<file path="src/rtl/rvdec_pkg.sv">
package rvdec_pkg;

   localparam int unsigned INSTR_W = 32;
   localparam int unsigned OP_W    = 5;
   localparam int unsigned REG_W   = 5;
   localparam int unsigned IMM_W   = 32;
   localparam int unsigned RSP_W   = 56;

   localparam logic [6:0] OPC_BRANCH = 7'b1100011;
   localparam logic [6:0] OPC_LOAD   = 7'b0000011;
   localparam logic [6:0] OPC_STORE  = 7'b0100011;
   localparam logic [6:0] OPC_ALUI   = 7'b0010011;
   localparam logic [6:0] OPC_ALUR   = 7'b0110011;
   localparam logic [6:0] OPC_LUI    = 7'b0110111;
   localparam logic [6:0] OPC_JAL    = 7'b1101111;
   localparam logic [6:0] OPC_JALR   = 7'b1100111;
   localparam logic [6:0] OPC_NOP    = 7'b1111111;
   localparam logic [6:0] OPC_FLOAT  = 7'b1010011;

   localparam logic [OP_W-1:0] OP_BEQ     = 5'd0;
   localparam logic [OP_W-1:0] OP_BNE     = 5'd1;
   localparam logic [OP_W-1:0] OP_BLT     = 5'd2;
   localparam logic [OP_W-1:0] OP_BGE     = 5'd3;
   localparam logic [OP_W-1:0] OP_LW      = 5'd4;
   localparam logic [OP_W-1:0] OP_SW      = 5'd5;
   localparam logic [OP_W-1:0] OP_ADDI    = 5'd6;
   localparam logic [OP_W-1:0] OP_SLLI    = 5'd7;
   localparam logic [OP_W-1:0] OP_SRLI    = 5'd8;
   localparam logic [OP_W-1:0] OP_ADD     = 5'd9;
   localparam logic [OP_W-1:0] OP_SUB     = 5'd10;
   localparam logic [OP_W-1:0] OP_SLL     = 5'd11;
   localparam logic [OP_W-1:0] OP_LUI     = 5'd12;
   localparam logic [OP_W-1:0] OP_JAL     = 5'd13;
   localparam logic [OP_W-1:0] OP_JALR    = 5'd14;
   localparam logic [OP_W-1:0] OP_FADD    = 5'd15;
   localparam logic [OP_W-1:0] OP_FSUB    = 5'd16;
   localparam logic [OP_W-1:0] OP_FMUL    = 5'd17;
   localparam logic [OP_W-1:0] OP_FDIV    = 5'd18;
   localparam logic [OP_W-1:0] OP_FHALF   = 5'd19;
   localparam logic [OP_W-1:0] OP_SQRT    = 5'd20;
   localparam logic [OP_W-1:0] OP_FABS    = 5'd21;
   localparam logic [OP_W-1:0] OP_FNEG    = 5'd22;
   localparam logic [OP_W-1:0] OP_FISZERO = 5'd23;
   localparam logic [OP_W-1:0] OP_FISNEG  = 5'd24;
   localparam logic [OP_W-1:0] OP_FISPOS  = 5'd25;
   localparam logic [OP_W-1:0] OP_FLESS   = 5'd26;
   localparam logic [OP_W-1:0] OP_FLOOR   = 5'd27;
   localparam logic [OP_W-1:0] OP_FTOI    = 5'd28;
   localparam logic [OP_W-1:0] OP_ITOF    = 5'd29;
   localparam logic [OP_W-1:0] OP_NOP     = 5'd30;

   // funct3
   localparam logic [2:0] F3_BEQ  = 3'd0;
   localparam logic [2:0] F3_BNE  = 3'd4;
   localparam logic [2:0] F3_BLT  = 3'd1;
   localparam logic [2:0] F3_BGE  = 3'd5;
   localparam logic [2:0] F3_WORD = 3'd2;
   localparam logic [2:0] F3_ADDI = 3'd0;
   localparam logic [2:0] F3_SLLI = 3'd1;
   localparam logic [2:0] F3_SRLI = 3'd5;
   localparam logic [2:0] F3_JALR = 3'd0;

   // {funct7, funct3}
   localparam logic [9:0] F10_ADD     = 10'h000;
   localparam logic [9:0] F10_SUB     = 10'h100;
   localparam logic [9:0] F10_SLL     = 10'h001;
   localparam logic [9:0] F10_FADD    = 10'h000;
   localparam logic [9:0] F10_FSUB    = 10'h020;
   localparam logic [9:0] F10_FMUL    = 10'h040;
   localparam logic [9:0] F10_FDIV    = 10'h060;
   localparam logic [9:0] F10_FHALF   = 10'h041;
   localparam logic [9:0] F10_SQRT    = 10'h160;
   localparam logic [9:0] F10_FABS    = 10'h082;
   localparam logic [9:0] F10_FNEG    = 10'h081;
   localparam logic [9:0] F10_FISZERO = 10'h282;
   localparam logic [9:0] F10_FISNEG  = 10'h285;
   localparam logic [9:0] F10_FISPOS  = 10'h283;
   localparam logic [9:0] F10_FLESS   = 10'h281;
   localparam logic [9:0] F10_FLOOR   = 10'h301;
   localparam logic [9:0] F10_FTOI    = 10'h300;
   localparam logic [9:0] F10_ITOF    = 10'h340;

   typedef struct packed {
      logic [IMM_W-1:0] imm;
      logic [REG_W-1:0] rs2;
      logic [REG_W-1:0] rs1;
      logic [REG_W-1:0] rd;
      logic [OP_W-1:0]  op;
      logic             valid_res;
   } decode_type;

   function automatic decode_type decode(input logic [INSTR_W-1:0] w);
      decode_type       res;
      logic [9:0]       f10;
      logic [2:0]       f3;
      logic [IMM_W-1:0] imm_i;
      logic [IMM_W-1:0] imm_s;
      logic             ok;
      logic             unary;
      logic             use_rd;
      logic             use_rs1;
      logic             use_rs2;
      logic [OP_W-1:0]  code;
      logic [IMM_W-1:0] imm;
      f3      = w[14:12];
      f10     = {w[31:25], w[14:12]};
      imm_i   = {{20{w[31]}}, w[31:20]};
      imm_s   = {{20{w[31]}}, w[31:25], w[11:7]};
      ok      = 1'b0;
      unary   = 1'b0;
      use_rd  = 1'b0;
      use_rs1 = 1'b0;
      use_rs2 = 1'b0;
      code    = OP_BEQ;
      imm     = '0;
      case (w[6:0])
         OPC_BRANCH: begin
            use_rs1 = 1'b1;
            use_rs2 = 1'b1;
            imm     = imm_s;
            ok      = 1'b1;
            case (f3)
               F3_BEQ: code = OP_BEQ;
               F3_BNE: code = OP_BNE;
               F3_BLT: code = OP_BLT;
               F3_BGE: code = OP_BGE;
               default: ok = 1'b0;
            endcase
         end
         OPC_LOAD: begin
            ok      = (f3 == F3_WORD);
            code    = OP_LW;
            use_rd  = 1'b1;
            use_rs1 = 1'b1;
            imm     = imm_i;
         end
         OPC_STORE: begin
            ok      = (f3 == F3_WORD);
            code    = OP_SW;
            use_rs1 = 1'b1;
            use_rs2 = 1'b1;
            imm     = imm_s;
         end
         OPC_ALUI: begin
            use_rd  = 1'b1;
            use_rs1 = 1'b1;
            imm     = imm_i;
            ok      = 1'b1;
            case (f3)
               F3_ADDI: code = OP_ADDI;
               F3_SLLI: code = OP_SLLI;
               F3_SRLI: code = OP_SRLI;
               default: ok = 1'b0;
            endcase
         end
         OPC_ALUR: begin
            use_rd  = 1'b1;
            use_rs1 = 1'b1;
            use_rs2 = 1'b1;
            ok      = 1'b1;
            case (f10)
               F10_ADD: code = OP_ADD;
               F10_SUB: code = OP_SUB;
               F10_SLL: code = OP_SLL;
               default: ok = 1'b0;
            endcase
         end
         OPC_LUI: begin
            ok     = 1'b1;
            code   = OP_LUI;
            use_rd = 1'b1;
            imm    = {w[31:12], 12'd0};
         end
         OPC_JAL: begin
            ok     = 1'b1;
            code   = OP_JAL;
            use_rd = 1'b1;
            imm    = {{12{w[31]}}, w[31:12]};
         end
         OPC_JALR: begin
            ok      = (f3 == F3_JALR);
            code    = OP_JALR;
            use_rd  = 1'b1;
            use_rs1 = 1'b1;
            imm     = imm_i;
         end
         OPC_FLOAT: begin
            ok    = 1'b1;
            unary = 1'b1;
            case (f10)
               F10_FADD: begin
                  code  = OP_FADD;
                  unary = 1'b0;
               end
               F10_FSUB: begin
                  code  = OP_FSUB;
                  unary = 1'b0;
               end
               F10_FMUL: begin
                  code  = OP_FMUL;
                  unary = 1'b0;
               end
               F10_FDIV: begin
                  code  = OP_FDIV;
                  unary = 1'b0;
               end
               F10_FHALF:   code = OP_FHALF;
               F10_SQRT:    code = OP_SQRT;
               F10_FABS:    code = OP_FABS;
               F10_FNEG:    code = OP_FNEG;
               F10_FISZERO: code = OP_FISZERO;
               F10_FISNEG:  code = OP_FISNEG;
               F10_FISPOS:  code = OP_FISPOS;
               F10_FLESS: begin
                  code  = OP_FLESS;
                  unary = 1'b0;
               end
               F10_FLOOR: code = OP_FLOOR;
               F10_FTOI:  code = OP_FTOI;
               F10_ITOF:  code = OP_ITOF;
               default:   ok = 1'b0;
            endcase
            // unary ops need the rs2 field clear
            if (unary && (w[24:20] != 5'd0)) begin
               ok = 1'b0;
            end
            use_rd  = 1'b1;
            use_rs1 = 1'b1;
            use_rs2 = !unary;
         end
         OPC_NOP: begin
            ok   = 1'b1;
            code = OP_NOP;
         end
         default: ok = 1'b0;
      endcase
      res.valid_res = ok;
      res.op        = ok ? code : OP_BEQ;
      res.rd        = (ok && use_rd) ? w[11:7] : '0;
      res.rs1       = (ok && use_rs1) ? w[19:15] : '0;
      res.rs2       = (ok && use_rs2) ? w[24:20] : '0;
      res.imm       = ok ? imm : '0;
      return res;
   endfunction

endpackage

</file>
<file path="src/rtl/custom_rv32_instruction_decoder_unit.sv">
// path from req beat to rsp beat: input register, then result register
// throughput: one beat per cycle while rsp_tready is high, a new word is taken while the result register drains
// decode is single-pass logic between the two registers
// reset: synchronous, active high; clears both stage valids, payload is not reset
module custom_rv32_instruction_decoder_unit (
   input  logic                              clock,
   input  logic                              reset,
   input  logic                              req_tvalid,
   output logic                              req_tready,
   input  logic [rvdec_pkg::INSTR_W-1:0]     req_tdata,  // instruction[31:0]
   output logic                              rsp_tvalid,
   input  logic                              rsp_tready,
   // valid_res[0], op[5:1], rd[10:6], rs1[15:11], rs2[20:16], imm[52:21], zero[55:53]
   output logic [rvdec_pkg::RSP_W-1:0]       rsp_tdata
);

   logic                              in_valid_ff;
   logic                              in_valid_in;
   logic [rvdec_pkg::INSTR_W-1:0]     in_word_ff;
   logic                              out_valid_ff;
   logic                              out_valid_in;
   rvdec_pkg::decode_type             out_res_ff;
   rvdec_pkg::decode_type             dec;
   logic                              out_load;
   logic                              req_accept;

   assign out_load   = !out_valid_ff || rsp_tready;
   assign req_tready = !in_valid_ff || out_load;
   assign req_accept = req_tvalid && req_tready;
   assign dec        = rvdec_pkg::decode(in_word_ff);

   always_comb begin
      in_valid_in = in_valid_ff;
      if (req_accept) begin
         in_valid_in = 1'b1;
      end else if (out_load) begin
         in_valid_in = 1'b0;
      end
      out_valid_in = out_load ? in_valid_ff : out_valid_ff;
   end

   always_ff @(posedge clock) begin
      if (reset) begin
         in_valid_ff  <= 1'b0;
         out_valid_ff <= 1'b0;
      end else begin
         in_valid_ff  <= in_valid_in;
         out_valid_ff <= out_valid_in;
      end
   end

   always_ff @(posedge clock) begin
      if (req_accept) begin
         in_word_ff <= req_tdata;
      end
      if (out_load) begin
         out_res_ff <= dec;
      end
   end

   assign rsp_tvalid = out_valid_ff;
   assign rsp_tdata  = {{(rvdec_pkg::RSP_W - $bits(rvdec_pkg::decode_type)){1'b0}},
                        out_res_ff};

   a_invalid_zero: assert property (@(posedge clock) disable iff (reset)
      (out_valid_ff && !out_res_ff.valid_res) |->
         (out_res_ff.op == '0 && out_res_ff.rd == '0 && out_res_ff.rs1 == '0 &&
          out_res_ff.rs2 == '0 && out_res_ff.imm == '0))
      else $error("invalid decode carries nonzero fields");

   a_op_range: assert property (@(posedge clock) disable iff (reset)
      out_valid_ff |-> (out_res_ff.op <= rvdec_pkg::OP_NOP))
      else $error("op code out of range");

   a_nop_clean: assert property (@(posedge clock) disable iff (reset)
      (out_valid_ff && out_res_ff.op == rvdec_pkg::OP_NOP) |->
         (out_res_ff.rd == '0 && out_res_ff.rs1 == '0 && out_res_ff.rs2 == '0 &&
          out_res_ff.imm == '0))
      else $error("nop with nonzero fields");

   a_accept_holds: assert property (@(posedge clock) disable iff (reset)
      req_accept |=> in_valid_ff)
      else $error("accepted beat lost in input stage");

endmodule
</file>
<file path="config.mk">
export PLATFORM = sky130hd
export DESIGN_NAME = custom_rv32_instruction_decoder_unit
export DESIGN_NICKNAME = d
export VERILOG_FILES = /design/src/rtl/rvdec_pkg.sv /design/src/rtl/custom_rv32_instruction_decoder_unit.sv
export SDC_FILE = /design/constraint.sdc
export NUM_CORES = 1
export LEC_CHECK = 0
export BUFFER_PORTS_ARGS = -buffer_cell sky130_fd_sc_hd__buf_2
export CAP_MARGIN = 20
export CORE_MARGIN = 10
export CORE_UTILIZATION = 45
export DETAILED_ROUTE_END_ITERATION = 7
export GPL_ROUTABILITY_DRIVEN = 0
export PLACE_DENSITY = 0.65
export SLEW_MARGIN = 20
export SYNTH_ARGS = -nofsm -noshare
export SYNTH_HDL_FRONTEND = slang
export SYNTH_SLANG_ARGS = --single-unit
</file>
<file path="constraint.sdc">
create_clock -name clock -period 3 [get_ports clock]
set_clock_uncertainty 0.15 [all_clocks]
set_input_delay 0.45 -clock clock [delete_from_list [all_inputs] [get_ports clock]]
set_output_delay 0.45 -clock clock [all_outputs]
set_load 0.05 [all_outputs]
</file>
==> results of run 1 <==
[cell type report]
cell class | count | area, µm² | area share
inverters | 4 | 15.0 | 0.00302
multi-input cells | 245 | 1470 | 0.295
flip-flops and latches | 87 | 2590 | 0.522
well taps | 111 | 139 | 0.0280
repair buffers | 102 | 541 | 0.109
clock buffers | 9 | 124 | 0.0249
clock inverters | 7 | 88.8 | 0.0179
[cells in the mapped netlist, types with 2 or more instances]
| library cell | n | area (µm²) |
|---|---|---|
| edfxtp_1 | 85 | 2550 |
| nand2_1 | 41 | 154 |
| nor2_1 | 35 | 131 |
| a21oi_1 | 23 | 115 |
| nor3_1 | 16 | 80.1 |
| a22oi_1 | 14 | 105 |
| buf_2 | 11 | 55.1 |
| nand3_1 | 11 | 55.1 |
| nor2b_1 | 11 | 68.8 |
| a21oi_2 | 10 | 87.6 |
| o21ai_0 | 10 | 50.1 |
| and2_1 | 7 | 43.8 |
| buf_4 | 6 | 45.0 |
| a222oi_1 | 5 | 50.1 |
| clkbuf_1 | 5 | 18.8 |
| nand4_1 | 5 | 31.3 |
| a31oi_1 | 4 | 25.0 |
| and3_1 | 4 | 25.0 |
| inv_1 | 4 | 15.0 |
| nand2b_1 | 4 | 25.0 |
| and3b_1 | 3 | 26.3 |
| buf_1 | 3 | 11.3 |
| buf_6 | 3 | 33.8 |
| nor3_2 | 3 | 30.0 |
| nor4_1 | 3 | 18.8 |
| o31ai_1 | 3 | 22.5 |
| xnor2_1 | 3 | 26.3 |
| dfxtp_1 | 2 | 40.0 |
| o211ai_1 | 2 | 15.0 |
| o22ai_1 | 2 | 12.5 |
| o32ai_1 | 2 | 17.5 |
| xor2_1 | 2 | 17.5 |
[flip-flops by register name (all words and copies together), names as in the netlist]
name,count
in_valid_ff,1
in_word_ff,32
rsp_tdata,53
rsp_tvalid,1
[routing by layer]
metal  share of wire  vias up  global-route usage
met4           0.027        0              0.0700
met2            0.45      207               0.230
li1                -     1535                   -
met1            0.42     1474               0.201
met5               0        -                   0
met3            0.10       39              0.0382
[where the power goes]
part / internal [mW] / switching (mW) / total [mW]
logic: 0.0715 / 0.189 / 0.261
registers: 1.38 / 0.0645 / 1.45
clock network: 0.404 / 0.457 / 0.860
total: 1.86 / 0.710 / 2.57
[worst paths after layout]
path,cells past startpoint,startpoint,endpoint,slack (ns)
setup / recovery,7,in_word_ff[27],rsp_tdata[19],0.27
setup reg to reg,7,in_word_ff[27],rsp_tdata[19],0.27
hold reg to reg,2,in_valid_ff,rsp_tvalid,0.36
hold / removal,2,reset,rsp_tvalid,0.10
[metrics by stage]
step	std cells	worst slack (ns)	area [µm²]
after floorplan	364	0.516	4230
after global placement	549	0.458	4750
after detailed placement	549	0.365	4750
after CTS	565	0.342	4970
after global routing	565	0.138	4970
final	565	0.268	4970
[worst register-to-register path: cells and delay by family, from the launching register on]
kind                   cells  cell delay [ns]
AOI/OAI and AO/OA          3             0.64
buffers and inverters      1             0.22
DFF                        1             0.66
and+or+nand+nor            3             0.90
[cells by family (layout without fill, tap and decap cells)]
logic type,Yosys count,in the layout,share of synthesized area
XOR/XNOR,5,5,0.0104
buffers and inverters,32,122,0.0424
AND/OR/NAND/NOR,149,149,0.184
AO/OA/AOI/OAI,88,88,0.148
other,1,3,0.000888
flip-flops,87,87,0.614
==> flow_summary_export.csv, run 1 <==
group,metric,value,unit
outcome,status,"completed",
worst_setup_path,path_cells,"nor4b_4 > nand2_1 > a21oi_1 > o311ai_2 > o211a_1 > buf_4 > nor3_1",
clock_network,htree_levels,3,
clock_network,clock_latency,0.36,ns
worst_setup_path,cp_top_family,"simple AND/OR/NAND/NOR gates",
clock_network,cts_tree,"done",
worst_setup_path,criticalPathCategory,"reg2reg",
clock_network,cts_resized,0,
route,drtAntennaViolNets,0,
synthesis,async_flop_share,0,
grt,antenna_found_initial,0,
worst_setup_path,cp.required,3.03,ns
timing,rsz0062_at_grt,"false",
route,via_count,3255,
synthesis,syn_area_per_cell,11.7,µm²
clock_network,cts_setup_buffers,0,
floorplan,ios,94,
clock_network,clockBufferDepth,2,
grt,grt-ovfl-total,0,
route,wl_per_cell,18.7,µm
grt,grt_pass1_vias,3093,
timing,max_freq,366,MHz
synthesis,syn_area,4220,µm²
route,first_pass_iters,5,
power_and_ir_drop,peakVddDrop,0.000298,V
placed_design,portBuffers,90,
clock_network,clk_pin_slew,0.09,ns
synthesis,synthCells,362,
worst_setup_path,cp.arrival,2.76,ns
synthesis,synth-edff-count,85,
floorplan,die_x,117,µm
route,drt-initial-drc-count,309,
route,drc,0,
timing,hold_viol,0,
route,via_per_inst,5.76,
route,wirelength,10.6,mm
worst_setup_path,path_buf_inv,1,
clock_network,cts_root_buffer,"clkbuf_8",
worst_setup_path,cp-start-kind,"flip-flop",
finish,area_growth,17.7,%
synthesis,ys_seq_elements,87,
timing,relSlewSlack,0.342,
timing,tightest_slew,0.987,ns
finish,final_common_cell,"buf_2",
hold_path,hp-class,"in2reg",
grt,grt_max_degree,28,
synthesis,seq_area_frac_synth,0.614,
synthesis,ys.flop_type,"edfxtp_1",
worst_setup_path,slowest_stage,"edfxtp_1",
timing,hold_slack,0.102,ns
power_and_ir_drop,leakagePower,1.89,nW
clock_network,cts_sinks,87,
finish,fin_nets,485,
power_and_ir_drop,power,2.57,mW
finish,n_antenna_cell,0,
synthesis,synth_cell_types,52,
worst_setup_path,path_max_fanout,21,
floorplan,die_area,13700,µm²
synthesis,yosys_warnings,0,
job,drv_cap,0,
finish,fin_util,0.540,
timing,slew_violations,0,
timing,fin_crit_sh,0.911,
placed_design,hpwl,7.73,mm
clock_network,numCtsBuffers,9,
floorplan,initial_core_util,0.459,
timing,setup_viol,0,
worst_setup_path,cp-end-kind,"flip-flop",
finish,nFillCells,840,
timing,setup-tns-final,0,ns
clock_network,postCtsHoldBufs,0,
floorplan,rows,35,
floorplan,die_h,117,µm
grt,grt_util_all_layers,0.152,
timing,fin_crit,2.73,ns
floorplan,core_region_area,9200,µm²
power_and_ir_drop,power_density,517,nW/µm²
finish,drive_gt1_frac,0.304,
worst_setup_path,crit_path_max_incr_delay,0.66,ns
grt,grt_pass1_wl,16.2,mm
finish,final_cell_mix,"buf_2, edfxtp_1, nand2_1, nor2_1, a21oi_1",
Power figures use the tool's default switching activity.
==> inputs of run 2 (changes only) <==
--- a/config.mk
+++ b/config.mk
@@ -7,11 +7,10 @@
 export LEC_CHECK = 0
 export BUFFER_PORTS_ARGS = -buffer_cell sky130_fd_sc_hd__buf_2
 export CAP_MARGIN = 20
-export CORE_MARGIN = 10
 export CORE_UTILIZATION = 45
 export DETAILED_ROUTE_END_ITERATION = 7
 export GPL_ROUTABILITY_DRIVEN = 0
-export PLACE_DENSITY = 0.65
+export PLACE_DENSITY = 0.68
 export SLEW_MARGIN = 20
 export SYNTH_ARGS = -nofsm -noshare
 export SYNTH_HDL_FRONTEND = slang
==> flow_summary_export.csv, run 2 (synthesized netlist as in run 1, its figures left out) <==
group,metric,value,unit
clock_network,clockBufferDepth,2,
route,wirelength,9.73,mm
power_and_ir_drop,power_density,498,nW/µm²
grt,grt_pass1_vias,2959,
timing,fin_crit_sh,0.889,
finish,largest_register_ffs,53,
power_and_ir_drop,pwr-share-comb,0.107,
grt,grt_max_degree,54,
grt,grt_util_all_layers,0.207,
clock_network,cts_sinks,87,
route,drtAntennaViolNets,0,
clock_network,cts_resized,0,
floorplan,die_h,98.9,µm
route,drc,0,
clock_network,postCtsHoldBufs,0,
route,via_count,3256,
route,via_per_inst,5.80,
hold_path,hp-class,"in2reg",
floorplan,initial_core_util,0.475,
timing,setup-tns-final,0,ns
power_and_ir_drop,p_seq_frac,0.587,
power_and_ir_drop,netSwitchingFraction,0.281,
worst_setup_path,cp-end-kind,"flip-flop",
grt,met3_usage,0.0489,
clock_network,clock_latency,0.37,ns
route,drt-initial-drc-count,364,
worst_setup_path,crit_path_max_incr_delay,0.75,ns
finish,regArea,2590,µm²
power_and_ir_drop,p_clk_frac,0.306,
clock_network,cts_root_buffer,"clkbuf_8",
worst_setup_path,criticalPathCategory,"reg2reg",
timing,hold_viol,0,
placed_design,portBuffers,90,
timing,fin_crit,2.67,ns
worst_setup_path,path_buf_inv,1,
job,drv_cap,0,
power_and_ir_drop,p_int,1.77,mW
clock_network,cts_tree,"done",
finish,nFillCells,752,
worst_setup_path,path_cells,"nor2b_1 > o211ai_1 > o21ai_0 > o311ai_2 > o211a_1 > buf_12 > a21oi_1",
timing,slew_violations,0,
timing,relSlewSlack,0.518,
power_and_ir_drop,leakagePower,1.88,nW
placed_design,place_area,4760,µm²
grt,grtUsageMet2,0.315,
worst_setup_path,slowest_stage,"edfxtp_1",
timing,setup_viol,0,
finish,fin_nets,484,
finish,final_cell_mix,"buf_2, edfxtp_1, nand2_1, nor2_1, a21oi_1",
grt,grt_pass1_wl,15.2,mm
worst_setup_path,cp_top_family,"compound AO/OA/AOI/OAI gates",
finish,area_growth,17.1,%
timing,max_freq,375,MHz
grt,grt-busiest-layer,"met2",
clock_network,numCtsBuffers,9,
route,first_pass_iters,8,
grt,grtUsageMet1,0.281,
power_and_ir_drop,peakVddDrop,0.000261,V
worst_setup_path,path_max_fanout,48,
worst_setup_path,cp.arrival,2.61,ns
finish,final_area,4940,µm²
worst_setup_path,cp.required,2.94,ns
floorplan,die_x,98.9,µm
finish,drive_gt1_frac,0.300,
timing,rsz0062_at_grt,"false",
timing,tightest_slew,0.721,ns
power_and_ir_drop,power.net_switching,0.690,mW
floorplan,core_region_area,8890,µm²
floorplan,ios,94,
grt,antenna_found_initial,0,
worst_setup_path,cp-start-kind,"flip-flop",
finish,multi_input_area,1470,µm²
finish,n_antenna_cell,0,
placed_design,hpwl,6.99,mm
finish,final_common_cell,"buf_2",
clock_network,clk_pin_slew,0.09,ns
floorplan,die_area,9770,µm²
clock_network,cts_setup_buffers,0,
grt,grt-ovfl-total,0,
clock_network,htree_levels,3,
outcome,status,"completed",
route,wl_per_cell,17.3,µm
floorplan,rows,34,
run 2: cell types whose count changed in the layout (fill, tap and decap cells not counted):
cell / before / now
buf_12: 0 / 1
buf_4: 12 / 10
clkinv_4: 0 / 4
bufinv_16: 1 / 0
clkbuf_1: 0 / 1
inv_6: 4 / 0
run 2: area by class of cell:
class	count	area share
inverters	4	0.00304
repair buffers	101	0.110
clock buffers	10	0.0258
clock inverters	6	0.0119
flip-flops and latches	87	0.525
well taps	108	0.0273
multi-input cells	245	0.297
run 2: power groups by stage:
stage / registers, mW / logic [mW] / clock network (mW)
floorplan: 1.53 / 0.118 / 0
global placement: 1.47 / 0.259 / 0
detailed placement: 1.47 / 0.261 / 0
CTS: 1.44 / 0.262 / 0.766
global route: 1.45 / 0.278 / 0.818
finish: 1.44 / 0.262 / 0.754
run 2: routing by layer:
layer,part of all wire,wire (µm)
met5,0,0
met2,0.47,4530
met4,0.029,287
met3,0.085,824
met1,0.42,4090
run 2: worst paths after layout:
path / slack [ns] / endpoint / from / cells past startpoint
setup / recovery: 0.33 / rsp_tdata[41] / in_word_ff[13] / 7
hold / removal: 0.09 / in_valid_ff / reset / 2
setup reg to reg: 0.33 / rsp_tdata[41] / in_word_ff[13] / 7
hold reg to reg: 0.36 / rsp_tvalid / in_valid_ff / 2
run 2: through the flow:
step                utilization  total power, mW  hold slack (ns)  std cells  setup WS (ns)
floorplan                     -             1.65            0.313        364          0.516
global placement          0.535             1.73            0.320        545          0.532
detailed placement        0.535             1.73            0.348        545          0.409
CTS                       0.556             2.47           0.0759        561          0.389
global route              0.556             2.55           0.0816        561          0.167
finish                    0.556             2.46           0.0874        561          0.332
==> inputs of run 3 (changes only) <==
--- a/config.mk
+++ b/config.mk
@@ -10,7 +10,7 @@
 export CORE_UTILIZATION = 45
 export DETAILED_ROUTE_END_ITERATION = 7
 export GPL_ROUTABILITY_DRIVEN = 0
-export PLACE_DENSITY = 0.68
+export PLACE_DENSITY_LB_ADDON = 0.12
 export SLEW_MARGIN = 20
 export SYNTH_ARGS = -nofsm -noshare
 export SYNTH_HDL_FRONTEND = slang
==> flow_summary_export.csv, run 3 (synthesized netlist as in run 1, its figures left out) <==
group,metric,value,unit
finish,final_common_cell,"buf_2",
clock_network,postCtsHoldBufs,0,
finish,drive_gt1_frac,0.302,
route,drtAntennaViolNets,0,
timing,fin_crit,2.62,ns
timing,tightest_slew,0.605,ns
route,wl_per_cell,17.6,µm
worst_setup_path,criticalPathCategory,"reg2reg",
finish,fin_nets,485,
finish,nFillCells,752,
timing,hold_viol,0,
job,drv_cap,0,
power_and_ir_drop,power.net_switching,0.681,mW
clock_network,cts_tree,"done",
route,via_per_inst,5.80,
worst_setup_path,cp.required,3.04,ns
clock_network,cts_root_buffer,"clkbuf_8",
finish,n_antenna_cell,0,
finish,finalNonFillerCells,562,
floorplan,core_region_area,8890,µm²
hold_path,hp-class,"in2reg",
timing,max_freq,382,MHz
grt,grt-ovfl-total,0,
grt,antenna_found_initial,0,
power_and_ir_drop,p_clk_frac,0.368,
placed_design,portBuffers,90,
timing,setup-tns-final,0,ns
timing,fin_crit_sh,0.872,
clock_network,clock_latency,0.37,ns
route,drc,0,
route,drt-initial-drc-count,380,
grt,grt_util_all_layers,0.211,
clock_network,clockBufferDepth,2,
worst_setup_path,path_max_fanout,48,
clock_network,cts_setup_buffers,0,
timing,rsz0062_at_grt,"false",
clock_network,numCtsBuffers,9,
placed_design,hpwl,6.88,mm
worst_setup_path,path_cells,"nor4b_4 > nand2_1 > a21oi_1 > o311ai_2 > o211a_1 > buf_12 > a41oi_1",
power_and_ir_drop,peakVddDrop,0.000251,V
clock_network,cts_sinks,87,
clock_network,cts_resized,0,
route,wirelength,9.90,mm
outcome,status,"completed",
power_and_ir_drop,netSwitchingFraction,0.252,
power_and_ir_drop,pwr-share-comb,0.096,
worst_setup_path,cp.arrival,2.66,ns
grt,grt_pass1_wl,15.7,mm
power_and_ir_drop,p_seq_frac,0.536,
timing,setup_viol,0,
placed_design,dpl.cell_count,546,
timing,relSlewSlack,0.596,
worst_setup_path,cp-start-kind,"flip-flop",
floorplan,ios,94,
grt,grt_pass1_vias,3036,
grt,grt_max_degree,49,
floorplan,die_h,98.9,µm
floorplan,initial_core_util,0.475,
floorplan,rows,34,
finish,final_cell_mix,"buf_2, edfxtp_1, nand2_1, nor2_1, a21oi_1",
clock_network,clk_pin_slew,0.10,ns
clock_network,htree_levels,3,
finish,area_growth,18.7,%
timing,slew_violations,0,
route,via_count,3258,
power_and_ir_drop,leakagePower,1.92,nW
worst_setup_path,slowest_stage,"edfxtp_1",
worst_setup_path,cp-end-kind,"flip-flop",
floorplan,die_area,9770,µm²
route,first_pass_iters,6,
power_and_ir_drop,p_int,2.02,mW
finish,largest_register_ffs,53,
power_and_ir_drop,power_density,539,nW/µm²
worst_setup_path,crit_path_max_incr_delay,0.63,ns
floorplan,die_x,98.9,µm
## run 3: cell count changes in the layout (fill, tap and decap cells not counted)
cell,change
inv_8,+1
clkinvlp_4,-1
bufinv_16,+3
clkinv_8,-1
buf_4,+1
clkinv_4,-2
## run 3: per-layer routing
layer	vias up	track usage	part of all wire
met1	1512	0.283	0.44
met5	-	0	0
met3	27	0.0454	0.078
li1	1539	-	-
met2	180	0.325	0.45
met4	0	0.106	0.029
## run 3: worst max-delay path: cells and delay by family, from the launching register on
family | cells | cell delay, ns
AOI/OAI and AO/OA | 4 | 0.84
DFF | 1 | 0.63
and+or+nand+nor | 2 | 0.62
buffers and inverters | 1 | 0.20
## run 3: final cells by class
type | count | area, µm² | area share
Multi-Input combinational cell | 245 | 1470 | 0.293
Tap cell | 108 | 135 | 0.0270
Inverter | 4 | 15.0 | 0.00300
Timing Repair Buffer | 102 | 553 | 0.110
Clock inverter | 6 | 119 | 0.0237
Clock buffer | 10 | 128 | 0.0255
Sequential cell | 87 | 2590 | 0.517
## run 3: final timing paths
| check | startpoint | endpoint | slack, ns | cells after the start |
|---|---|---|---|---|
| hold / removal | req_tdata[17] | in_word_ff[17] | 0.1 | 1 |
| hold reg to reg | in_valid_ff | rsp_tvalid | 0.35 | 2 |
| setup / recovery | in_word_ff[27] | rsp_tdata[2] | 0.38 | 7 |
| setup reg to reg | in_word_ff[27] | rsp_tdata[2] | 0.38 | 7 |
## run 3: metrics by stage
step                       util  hold WS (ns)  instance area, µm²  setup slack, ns  power, mW
after detailed placement  0.536         0.335                4760            0.417       1.73
after global placement    0.536         0.322                4760            0.465       1.73
after floorplan               -         0.313                4230            0.516       1.65
final                     0.563        0.0966                5010            0.383       2.70
after CTS                 0.563        0.0857                5010            0.410       2.71
after global routing      0.563        0.0805                5010            0.230       2.79
## run 3: power groups by stage
stage               Clock (mW)  Sequential [mW]  Combinational, mW
detailed placement           0             1.47              0.259
finish                   0.993             1.45              0.259
CTS                       1.01             1.45              0.259
global placement             0             1.47              0.257
global route              1.06             1.45              0.276
floorplan                    0             1.53              0.118
